<file path="src/hdl/ccol_pkg.sv">
// Shared types and constants for the concentration to HSV colour block.
// No dependencies; imported by every module of the block.
`timescale 1ns / 1ps
`default_nettype none

package ccol_pkg;

  localparam int unsigned FRAC_BITS = 16;
  localparam int unsigned ONE       = 1 << FRAC_BITS;
  localparam int unsigned CONC_W    = 32;
  localparam int unsigned HUE_W     = FRAC_BITS + 1;
  localparam int unsigned CFG_IDX_W = 2;
  localparam int unsigned CFG_DAT_W = 32;
  localparam int unsigned DIV_CNT_W = $clog2(FRAC_BITS);
  localparam int unsigned PROD_W    = 2 * (FRAC_BITS + 1);

  localparam logic [CONC_W-1:0] CONC_LIMIT_RST = CONC_W'(5000);

  localparam logic [CFG_IDX_W-1:0] REG_HUE        = 2'd0;
  localparam logic [CFG_IDX_W-1:0] REG_BRIGHTNESS = 2'd1;
  localparam logic [CFG_IDX_W-1:0] REG_CONC_LIMIT = 2'd2;

  typedef logic [FRAC_BITS-1:0] frac_t;
  typedef logic [FRAC_BITS:0]   frac1_t;

  typedef struct packed {
    logic              start;
    logic [CONC_W-1:0] num;
    logic [CONC_W-1:0] den;
  } div_req_t;

  typedef struct packed {
    logic  done;
    frac_t quo;
  } div_rsp_t;

endpackage

`default_nettype wire

</file>
<file path="src/hdl/ccol_div.sv">
// Restoring divider, one quotient bit per cycle: floor(num * 2^FRAC_BITS / den).
// Requires num < den. Depends on ccol_pkg.
`timescale 1ns / 1ps
`default_nettype none

module ccol_div (
  input  logic               clk_i,
  input  logic               rst_ni,
  input  ccol_pkg::div_req_t req_i,
  output ccol_pkg::div_rsp_t rsp_o
);
  import ccol_pkg::*;

  logic                 busy_q, busy_d;
  logic                 done_q, done_d;
  logic [DIV_CNT_W-1:0] cnt_q, cnt_d;
  logic [CONC_W-1:0]    rem_q, rem_d;
  logic [CONC_W-1:0]    den_q, den_d;
  frac_t                quo_q, quo_d;
  logic [CONC_W:0]      rem_sh;
  logic [CONC_W:0]      rem_sub;
  logic                 fits;

  assign rem_sh  = {rem_q, 1'b0};
  assign rem_sub = rem_sh - {1'b0, den_q};
  assign fits    = rem_sh >= {1'b0, den_q};

  always_comb begin
    busy_d = busy_q;
    done_d = 1'b0;
    cnt_d  = cnt_q;
    rem_d  = rem_q;
    den_d  = den_q;
    quo_d  = quo_q;
    if (req_i.start) begin
      busy_d = 1'b1;
      cnt_d  = '0;
      rem_d  = req_i.num;
      den_d  = req_i.den;
      quo_d  = '0;
    end else if (busy_q) begin
      rem_d = fits ? rem_sub[CONC_W-1:0] : rem_sh[CONC_W-1:0];
      quo_d = {quo_q[FRAC_BITS-2:0], fits};
      cnt_d = cnt_q + 1'b1;
      if (cnt_q == DIV_CNT_W'(FRAC_BITS - 1)) begin
        busy_d = 1'b0;
        done_d = 1'b1;
      end
    end
  end

  always_ff @(posedge clk_i or negedge rst_ni) begin
    if (!rst_ni) begin
      busy_q <= 1'b0;
      done_q <= 1'b0;
      cnt_q  <= '0;
    end else begin
      busy_q <= busy_d;
      done_q <= done_d;
      cnt_q  <= cnt_d;
    end
  end

  always_ff @(posedge clk_i) begin
    rem_q <= rem_d;
    den_q <= den_d;
    quo_q <= quo_d;
  end

  assign rsp_o.done = done_q;
  assign rsp_o.quo  = quo_q;

endmodule

`default_nettype wire

</file>
<file path="src/hdl/ccol_mul.sv">
// Shared registered multiplier for the HSV products, one product per cycle.
// Depends on ccol_pkg.
`timescale 1ns / 1ps
`default_nettype none

module ccol_mul (
  input  logic                          clk_i,
  input  ccol_pkg::frac1_t              a_i,
  input  ccol_pkg::frac1_t              b_i,
  output logic [ccol_pkg::PROD_W-1:0]   prod_o
);
  import ccol_pkg::*;

  logic [PROD_W-1:0] prod_q;

  always_ff @(posedge clk_i) begin
    prod_q <= PROD_W'(a_i) * PROD_W'(b_i);
  end

  assign prod_o = prod_q;

endmodule

`default_nettype wire

</file>
<file path="src/hdl/concentration_to_hsv_colour.sv">
// Top level: config registers, running peak, sequencer around ccol_div and ccol_mul.
// Depends on ccol_pkg, ccol_div, ccol_mul.
//
//  channel | signals                                   | direction
//  --------+-------------------------------------------+----------
//  in      | in_valid_i, in_stall_o, mode/first/conc   | to block
//  out     | out_valid_o, out_stall_i, red/green/blue/a| from block
//  cfg     | cfg_valid_i, cfg_ready_o, index, data     | to block
//
// Mode 0 word: updates the peak; the block stays idle and ready for the next word.
// Mode 1 word: divider (one bit a cycle), then the shared multiplier, then the output
//   register; zero scale or full concentration skips the divider.
// Reset: async active low, peak 0, hue 0, brightness 0, limit 5000.
// A new word is taken while a result waits; the next result waits on out_stall_i.
`timescale 1ns / 1ps
`default_nettype none

module concentration_to_hsv_colour (
  input  logic                               clk_i,
  input  logic                               rst_ni,
  input  logic                               in_valid_i,
  output logic                               in_stall_o,
  input  logic                               mode_i,
  input  logic                               first_i,
  input  logic [ccol_pkg::CONC_W-1:0]        concentration_i,
  output logic                               out_valid_o,
  input  logic                               out_stall_i,
  output ccol_pkg::frac_t                    red_o,
  output ccol_pkg::frac_t                    green_o,
  output ccol_pkg::frac_t                    blue_o,
  output ccol_pkg::frac_t                    alpha_o,
  input  logic                               cfg_valid_i,
  output logic                               cfg_ready_o,
  input  logic [ccol_pkg::CFG_IDX_W-1:0]     cfg_index_i,
  input  logic [ccol_pkg::CFG_DAT_W-1:0]     cfg_data_i
);
  import ccol_pkg::*;

  localparam logic [1:0] ST_IDLE = 2'd0;
  localparam logic [1:0] ST_DIV  = 2'd1;
  localparam logic [1:0] ST_MUL  = 2'd2;
  localparam logic [1:0] ST_DONE = 2'd3;

  localparam logic [2:0] MS_SF = 3'd0;
  localparam logic [2:0] MS_SG = 3'd1;
  localparam logic [2:0] MS_X  = 3'd2;
  localparam logic [2:0] MS_Y  = 3'd3;
  localparam logic [2:0] MS_Z  = 3'd4;
  localparam logic [2:0] MS_LAST = 3'd5;

  localparam logic [2:0] SEC_1 = 3'd1;
  localparam logic [2:0] SEC_2 = 3'd2;
  localparam logic [2:0] SEC_3 = 3'd3;
  localparam logic [2:0] SEC_4 = 3'd4;
  localparam logic [2:0] SEC_5 = 3'd5;

  localparam int unsigned T_W = FRAC_BITS + 3;

  logic [HUE_W-1:0]  hue_q;
  frac_t             bright_q;
  logic [CONC_W-1:0] limit_q;
  logic [CONC_W-1:0] peak_q;

  logic [1:0] state_q, state_d;
  logic [2:0] step_q, step_d;
  frac_t      s_q, s_d;
  frac_t      sf_q, sf_d, sg_q, sg_d, x_q, x_d, y_q, y_d, z_q, z_d;

  logic  out_valid_q, out_valid_d;
  frac_t red_q, red_d, green_q, green_d, blue_q, blue_d, alpha_q, alpha_d;

  logic              in_acc;
  logic [CONC_W-1:0] scale;
  div_req_t          div_req;
  div_rsp_t          div_rsp;
  frac1_t            mul_a, mul_b;
  logic [PROD_W-1:0] prod;
  frac_t             prod_hi;
  logic [HUE_W-1:0]  h_lim;
  logic [T_W-1:0]    t;
  logic [2:0]        sector;
  frac_t             f;
  logic              out_free;

  assign in_stall_o  = (state_q != ST_IDLE);
  assign in_acc      = in_valid_i && !in_stall_o;
  assign cfg_ready_o = 1'b1;
  assign scale       = (limit_q != '0) ? limit_q : peak_q;
  assign out_free    = !out_valid_q || !out_stall_i;

  assign h_lim  = (hue_q > HUE_W'(ONE)) ? HUE_W'(ONE) : hue_q;
  assign t      = (T_W'(h_lim) << 2) + (T_W'(h_lim) << 1);
  assign sector = t[T_W-1:FRAC_BITS];
  assign f      = t[FRAC_BITS-1:0];

  assign prod_hi = prod[2*FRAC_BITS-1:FRAC_BITS];

  assign div_req.start = in_acc && mode_i && (scale != '0) && (concentration_i < scale);
  assign div_req.num   = concentration_i;
  assign div_req.den   = scale;

  ccol_div u_div (
    .clk_i  (clk_i),
    .rst_ni (rst_ni),
    .req_i  (div_req),
    .rsp_o  (div_rsp)
  );

  ccol_mul u_mul (
    .clk_i  (clk_i),
    .a_i    (mul_a),
    .b_i    (mul_b),
    .prod_o (prod)
  );

  always_comb begin
    mul_a = '0;
    mul_b = '0;
    case (step_q)
      MS_SF: begin
        mul_a = {1'b0, s_q};
        mul_b = {1'b0, f};
      end
      MS_SG: begin
        mul_a = {1'b0, s_q};
        mul_b = frac1_t'(ONE) - {1'b0, f};
      end
      MS_X: begin
        mul_a = {1'b0, bright_q};
        mul_b = frac1_t'(ONE) - {1'b0, s_q};
      end
      MS_Y: begin
        mul_a = {1'b0, bright_q};
        mul_b = frac1_t'(ONE) - {1'b0, sf_q};
      end
      MS_Z: begin
        mul_a = {1'b0, bright_q};
        mul_b = frac1_t'(ONE) - {1'b0, sg_q};
      end
      default: begin
        mul_a = '0;
        mul_b = '0;
      end
    endcase
  end

  always_comb begin
    state_d     = state_q;
    step_d      = step_q;
    s_d         = s_q;
    sf_d        = sf_q;
    sg_d        = sg_q;
    x_d         = x_q;
    y_d         = y_q;
    z_d         = z_q;
    out_valid_d = out_valid_q && out_stall_i;
    red_d       = red_q;
    green_d     = green_q;
    blue_d      = blue_q;
    alpha_d     = alpha_q;
    unique case (state_q)
      ST_IDLE: begin
        if (in_acc && mode_i) begin
          step_d = MS_SF;
          if (scale == '0) begin
            s_d     = '0;
            state_d = ST_MUL;
          end else if (concentration_i >= scale) begin
            s_d     = frac_t'(ONE - 1);
            state_d = ST_MUL;
          end else begin
            state_d = ST_DIV;
          end
        end
      end
      ST_DIV: begin
        if (div_rsp.done) begin
          s_d     = div_rsp.quo;
          state_d = ST_MUL;
        end
      end
      ST_MUL: begin
        step_d = step_q + 1'b1;
        case (step_q)
          MS_SG:   sf_d = prod_hi;
          MS_X:    sg_d = prod_hi;
          MS_Y:    x_d  = prod_hi;
          MS_Z:    y_d  = prod_hi;
          MS_LAST: begin
            z_d     = prod_hi;
            state_d = ST_DONE;
          end
          default: ;
        endcase
      end
      ST_DONE: begin
        if (out_free) begin
          out_valid_d = 1'b1;
          alpha_d     = s_q;
          state_d     = ST_IDLE;
          case (sector)
            SEC_1: begin
              red_d = y_q; green_d = bright_q; blue_d = x_q;
            end
            SEC_2: begin
              red_d = x_q; green_d = bright_q; blue_d = z_q;
            end
            SEC_3: begin
              red_d = x_q; green_d = y_q; blue_d = bright_q;
            end
            SEC_4: begin
              red_d = z_q; green_d = x_q; blue_d = bright_q;
            end
            SEC_5: begin
              red_d = bright_q; green_d = x_q; blue_d = y_q;
            end
            default: begin
              red_d = bright_q; green_d = z_q; blue_d = x_q;
            end
          endcase
        end
      end
      default: state_d = ST_IDLE;
    endcase
  end

  always_ff @(posedge clk_i or negedge rst_ni) begin
    if (!rst_ni) begin
      state_q     <= ST_IDLE;
      step_q      <= MS_SF;
      out_valid_q <= 1'b0;
      hue_q       <= '0;
      bright_q    <= '0;
      limit_q     <= CONC_LIMIT_RST;
      peak_q      <= '0;
    end else begin
      state_q     <= state_d;
      step_q      <= step_d;
      out_valid_q <= out_valid_d;
      if (cfg_valid_i && cfg_ready_o) begin
        unique case (cfg_index_i)
          REG_HUE:        hue_q    <= cfg_data_i[HUE_W-1:0];
          REG_BRIGHTNESS: bright_q <= cfg_data_i[FRAC_BITS-1:0];
          REG_CONC_LIMIT: limit_q  <= cfg_data_i[CONC_W-1:0];
          default: ;
        endcase
      end
      if (in_acc && !mode_i && (first_i || concentration_i > peak_q)) begin
        peak_q <= concentration_i;
      end
    end
  end

  always_ff @(posedge clk_i) begin
    s_q     <= s_d;
    sf_q    <= sf_d;
    sg_q    <= sg_d;
    x_q     <= x_d;
    y_q     <= y_d;
    z_q     <= z_d;
    red_q   <= red_d;
    green_q <= green_d;
    blue_q  <= blue_d;
    alpha_q <= alpha_d;
  end

  assign out_valid_o = out_valid_q;
  assign red_o       = red_q;
  assign green_o     = green_q;
  assign blue_o      = blue_q;
  assign alpha_o     = alpha_q;

endmodule

`default_nettype wire

</file>
<file path="config.mk">
export PLATFORM = sky130hd
export DESIGN_NAME = concentration_to_hsv_colour
export DESIGN_NICKNAME = d
export VERILOG_FILES = /design/src/hdl/ccol_pkg.sv /design/src/hdl/ccol_div.sv /design/src/hdl/ccol_mul.sv /design/src/hdl/concentration_to_hsv_colour.sv
export SDC_FILE = /design/constraint.sdc
export NUM_CORES = 1
export LEC_CHECK = 0
export ABC_AREA = 0
export ABC_CLOCK_PERIOD_IN_PS = 15250
export BUFFER_PORTS_ARGS = -buffer_cell sky130_fd_sc_hd__buf_2
export CORE_MARGIN = 5
export CORE_UTILIZATION = 35
export CTS_CLUSTER_DIAMETER = 60
export DETAILED_ROUTE_END_ITERATION = 10
export GPL_ROUTABILITY_DRIVEN = 0
export MAX_ROUTING_LAYER = met4
export PLACE_DENSITY = 0.57
export SLEW_MARGIN = 20
export SYNTH_ARGS = -nofsm -noshare
export SYNTH_HDL_FRONTEND = slang
export SYNTH_HIERARCHICAL = 1
export SYNTH_SLANG_ARGS = --single-unit
</file>
<file path="constraint.sdc">
create_clock -name clk_i -period 15.25 [get_ports clk_i]
set_input_delay 3.05 -clock clk_i [delete_from_list [all_inputs] [get_ports clk_i]]
set_output_delay 3.05 -clock clk_i [all_outputs]
set_load 0.02 [all_outputs]
</file>
Yosys cells after proc, flatten, opt, wreduce, memory -nomap -nowiden:

Cells that the tools add are included.

* magnitude comparators: 5
* add/subtract/negate cells: 8
* multipliers: 1
* multiplexer cells: 34
* eq/ne operators: 21
* reduce and logical (&&, ||, !) cells: 41

Operators with widths (number)
* 16-bit case mux with 3 select lines: 3
* 32-bit two-way mux: 4
* 17-bit case mux with 5 select lines: 1
* 17-bit by 16-bit subtractor with 17-bit output, first input constant: 4
* 16-bit two-way mux: 4
* 16-bit case mux with 2 select lines: 2
* 32-bit nonzero test: 2
* 33-bit by 32-bit >= comparator with 1-bit output: 1
* 32-bit >= comparator: 1
* 32-bit greater-than comparator: 1
* 32-bit zero test: 1
* 32-bit less-than comparator: 1
* 16-bit by 17-bit multiplier with 32-bit output: 1
* 32-bit subtractor: 1
* 2-bit AND reduction: 10
* 19-bit by 18-bit adder with 19-bit output: 1
* 17-bit greater-than comparator, second input constant: 1
* 17-bit two-way mux: 1
* 3-bit by 2-bit equality test with 1-bit output, second input constant: 4
* 3-bit equality test, second input constant: 4
* 2-bit two-way mux: 6
* 2-bit OR reduction: 5
* 1-bit two-way mux: 8
* 4-bit two-way mux: 2
* other kinds (20): 41

* flip-flop bits (word level): 381
* bits of input ports: 73
* output and inout port bits: 67
* logic and storage cells: 134

Longest topological paths before layout:

* depth after elaboration: 7
* gate-level depth with buffers: 37
* gate-level depth less buffers: 34

Hierarchy:

The synthesis kept the hierarchy.

Modules (own cells, without submodules)
* concentration_to_hsv_colour: cells an instance 1319, area each 14804.2 um^2, instances 1, sequential area each 7388.3 um^2
* ccol_mul: cells an instance 1203, area each 10530.1 um^2, instances 1, sequential area each 680.7 um^2
* ccol_div: cells an instance 508, area each 5176.2 um^2, instances 1, sequential area each 2392.3 um^2

Least setup slack after synthesis:

No wires, ideal clock.

* kind: reg2reg
* start: register hue_q[4]
* end: register u_mul.prod_q[30] (netlist: u_mul/prod_o[30])
* cell stages (with the launch flop): 34
* path slack: 5716 ps
* path buffers: 4
* clock period less this slack: 9534 ps
* library setup time: 124 ps
* data arrival time: 9410 ps
* required time: 15126 ps
* cell sequence: dfrtp_1 -> buf_6 -> or4_4 -> o41ai_4 -> and2_1 -> ha_1 -> clkbuf_1 -> a21oi_1 -> a21oi_1 -> or3_1 -> a31oi_1 -> xor2_1 -> nand4_1 -> o41ai_1 -> clkbuf_1 -> nand2_1 -> fa_1 -> fa_1 -> inv_1 -> fa_1 -> fa_1 -> fa_1 -> inv_1 -> fa_1 -> inv_1 -> ha_1 -> buf_2 -> a211o_1 -> a221oi_1 -> o21ai_1 -> o31ai_2 -> o311ai_1 -> a21oi_1 -> xnor2_1

* word-level cells in the longest chain between the ends: 6

RTL lines
* start, declared: RTL line concentration_to_hsv_colour.sv:59 `logic [HUE_W-1:0] hue_q;`
* start signal, assigned: RTL line concentration_to_hsv_colour.sv:242 `REG_HUE: hue_q <= cfg_data_i[HUE_W-1:0];`
* 17-bit greater-than comparator: RTL line concentration_to_hsv_colour.sv:91 `assign h_lim = (hue_q > HUE_W'(ONE)) ? HUE_W'(ONE) : hue_q;`
* 17-bit two-way mux *: RTL line concentration_to_hsv_colour.sv:91
* 19-bit by 18-bit adder with 19-bit output *: RTL line concentration_to_hsv_colour.sv:92 `assign t = (T_W'(h_lim) << 2) + (T_W'(h_lim) << 1);`
* 17-bit by 16-bit subtractor with 17-bit output *: RTL line concentration_to_hsv_colour.sv:126 `mul_b = frac1_t'(ONE) - {1'b0, f};`
* 17-bit case mux with 5 select lines *: RTL line concentration_to_hsv_colour.sv:119 `case (step_q)`
* named net mul_b[16]: RTL line concentration_to_hsv_colour.sv:76 `frac1_t mul_a, mul_b;`
* 16-bit by 17-bit multiplier with 32-bit output *: RTL line ccol_mul.sv:17 `prod_q <= PROD_W'(a_i) * PROD_W'(b_i);`
* end signal, assigned: RTL line ccol_mul.sv:17
* end, declared: RTL line ccol_mul.sv:14 `logic [PROD_W-1:0] prod_q;`

The timed path passes the listed nets; every way through them passes the cells marked *.
A chain may end at the register's enable or synchronous reset.

Worst setup path in the final report:

* start: register hue_q[4]
* end: register u_mul.prod_q[30] (netlist: u_mul/prod_o[30])

* word-level cells in the longest chain between the ends: 6

RTL lines (RTL line)
* 17-bit greater-than comparator: concentration_to_hsv_colour.sv:91
* 17-bit two-way mux *: concentration_to_hsv_colour.sv:91
* 19-bit by 18-bit adder with 19-bit output *: concentration_to_hsv_colour.sv:92
* 17-bit by 16-bit subtractor with 17-bit output: concentration_to_hsv_colour.sv:126
* 17-bit case mux with 5 select lines *: concentration_to_hsv_colour.sv:119
* named net mul_b[15]: concentration_to_hsv_colour.sv:76
* 16-bit by 17-bit multiplier with 32-bit output *: ccol_mul.sv:17

Marks and branches as above.

==> out/qor.yml <==
run_status:
  outcome: "complete, no violations"
sta:
  hold_viol: 0
  max_slew_margin_pct: 26.0
  rsz0062_at_grt: "no"
  final_max_slew_viol_count: 0
  skew_ps: 21.4
  tightestPinTransition_ps: 1110
  final_min_period_over_clock_period_pct: 67.0
  finalSetupViolCount: 0
  finalCriticalPeriod_ps: 10220
  finalSetupTns_ps: 0
  fmax_ghz: 0.0978
clock_network:
  cts_tree: "built"
  root_buffer: "clkbuf_16"
  holdBufCountCts: 0
  clock_latency_ps: 550
  clockBufferDepth: 3
  cts_resized: 0
  postCtsSetupRepairBufs: 0
  numCtsBuffers: 40
  cts.sinks: 365
  cts_max_level: 2
  clkSlewWorstSetupHoldPaths_ps: 70
worst_setup_path:
  startpoint: "hue_q[4]"
  crit_buf_inv: 3
  critPathCaptureType: "flop"
  r2r_start: "hue_q[4]"
  crit_end: "u_mul/prod_o[30]"
  crit_family: "adder cells"
  critPathRequiredTime_ps: 15740
  cp-start-kind: "flop"
  slowest_delay_ps: 590
  critPathMaxFanout: 17
  critPathKind: "flop to flop"
  r2r_cells: 31
  rrSetupSlack_ps: 5030
  r2r_end: "u_mul/prod_o[30]"
  crit_slowest_cell: "or4_4"
  arrival_ps: 10710
  crit_cells: 31
  critPathMostFrequentCell: "fa_1"
grt:
  grt_max_degree: 69
  antenna_found_initial: 7
  grt_pass1_wl_um: 133000
  grt-ovfl-total: 0
  grt_pass1_vias: 22271
  grt_usage_pct: 19.4
detailed_routing:
  drt_wl_total_um: 86500
  drc_errors: 0
  ant_nets: 0
  viasPerCell: 5.23
  drtPass1Iterations: 5
  vias: 22109
  routedWlPerCell_um: 20.5
  drt_iter0_drc: 1651
floorplanning:
  dieArea_mm2: 0.0908
  die_h_um: 301
  start_util_pct: 35.4
  core_area_mm2: 0.0840
  ioPinCount: 140
  row_count: 106
  die_width_um: 301
place:
  numPortBuffers: 138
  dp_hpwl_um: 66300
  placed_area_mm2: 0.0318
logic_synthesis:
  postSynthAreaPerCell_um2: 10.1
  netlist_instances: 2950
  yosysWarnings: 6
  syn_area_mm2: 0.0297
finish:
  nFillCells: 8303
  drive_above_1_share_pct: 13.6
  layout.nets: 3583
  design_area_mm2: 0.0330
  area_growth_pct: 11.2
job:
  maxCapViolations: 0
worst_hold_path:
  hold_class: "flop to flop"
==> metal layers <==
layer	GRT usage, %	vias to the layer above	wire, µm
met3	2.07	107	5000
li1	-	10267	-
met4	4.15	0	1870
met2	31.8	639	41300
met5	-	-	0
met1	26.2	11096	38300
==> flip-flops by register name (all words and copies together) (netlist names), 2 cells and up <==
name	cells
blue_o	16
hue_q	17
step_q	3
u_div/cnt_q	4
limit_q	32
u_mul/prod_o	16
bright_q	16
sg_q	16
peak_q	32
z_q	16
state_q	2
u_div/rem_q	32
sf_q	16
u_div/quo_q	16
s_q	16
green_o	16
y_q	16
u_div/den_q	32
alpha_o	16
x_q	16
red_o	16
==> worst register-to-register path, delay by kind of cell (launching register included) <==
kind,cells,cell delay [ps]
buffers and inverters,3,330
AOI/OAI and AO/OA,11,2980
and+or+nand+nor,6,1790
xor gates and xnor gates,3,710
DFF,1,470
adders and majority gates,8,3870
==> area by class of cell <==
class                   instances  area (µm²)  area share [%]
well taps                    1134        1420            4.29
clock inverters                20         215           0.651
clock buffers                  54        1070            3.25
flip-flops and latches        365       10100            30.6
multi-input cells            1995       17400            52.6
repair buffers                192        1100            3.32
diodes                          2        5.00          0.0151
inverters                     464        1740            5.27
==> cells in the final DEF (no fill, tap or decap), types with 12 or more instances in the layout <==
cell	instances
and4_1	12
o21ai_1	29
nand4_1	28
o21ai_0	44
a221oi_1	16
buf_2	137
mux2_2	100
dfxtp_1	32
dfrtp_1	104
o21a_1	20
and3_1	12
ha_1	227
nor2b_1	24
nor4_1	27
and2_1	129
xnor2_1	48
nand3_1	61
xor2_1	37
fa_1	225
o211ai_1	26
inv_1	463
a221o_1	27
nand2_1	293
clkbuf_16	40
buf_4	55
clkbuf_1	12
nor3_1	22
edfxtp_1	224
a21oi_1	157
o22ai_1	18
a22oi_1	19
nor2_1	113
o221ai_1	14
a21o_1	45
mux2i_1	45
==> worst min path at each step <==
stage	startpoint	endpoint	slack, ps	depth (start not counted)
global route	u_div/quo_q[15]	u_div/quo_q[15]	520	2
detailed placement	u_div/quo_q[15]	u_div/quo_q[15]	490	2
CTS	u_div/quo_q[15]	u_div/quo_q[15]	500	2
finish	u_div/quo_q[15]	u_div/quo_q[15]	490	2
global placement	u_div/quo_q[15]	u_div/quo_q[15]	480	2
floorplan	s_q[0]	alpha_o[0]	450	0
==> metrics by stage <==
stage	hold WS (ps)	instances	worst slack (ps)	utilization, %
final	494	4226	5030	39.4
after global routing	524	4224	4480	39.4
after CTS	498	4224	5060	39.4
after detailed placement	486	4150	5100	37.8
after global placement	477	4150	5250	37.8
after floorplan	451	2957	5770	-
Power is not shown: default switching activity piles up to over one toggle a cycle in this logic, so the estimate is an artifact.
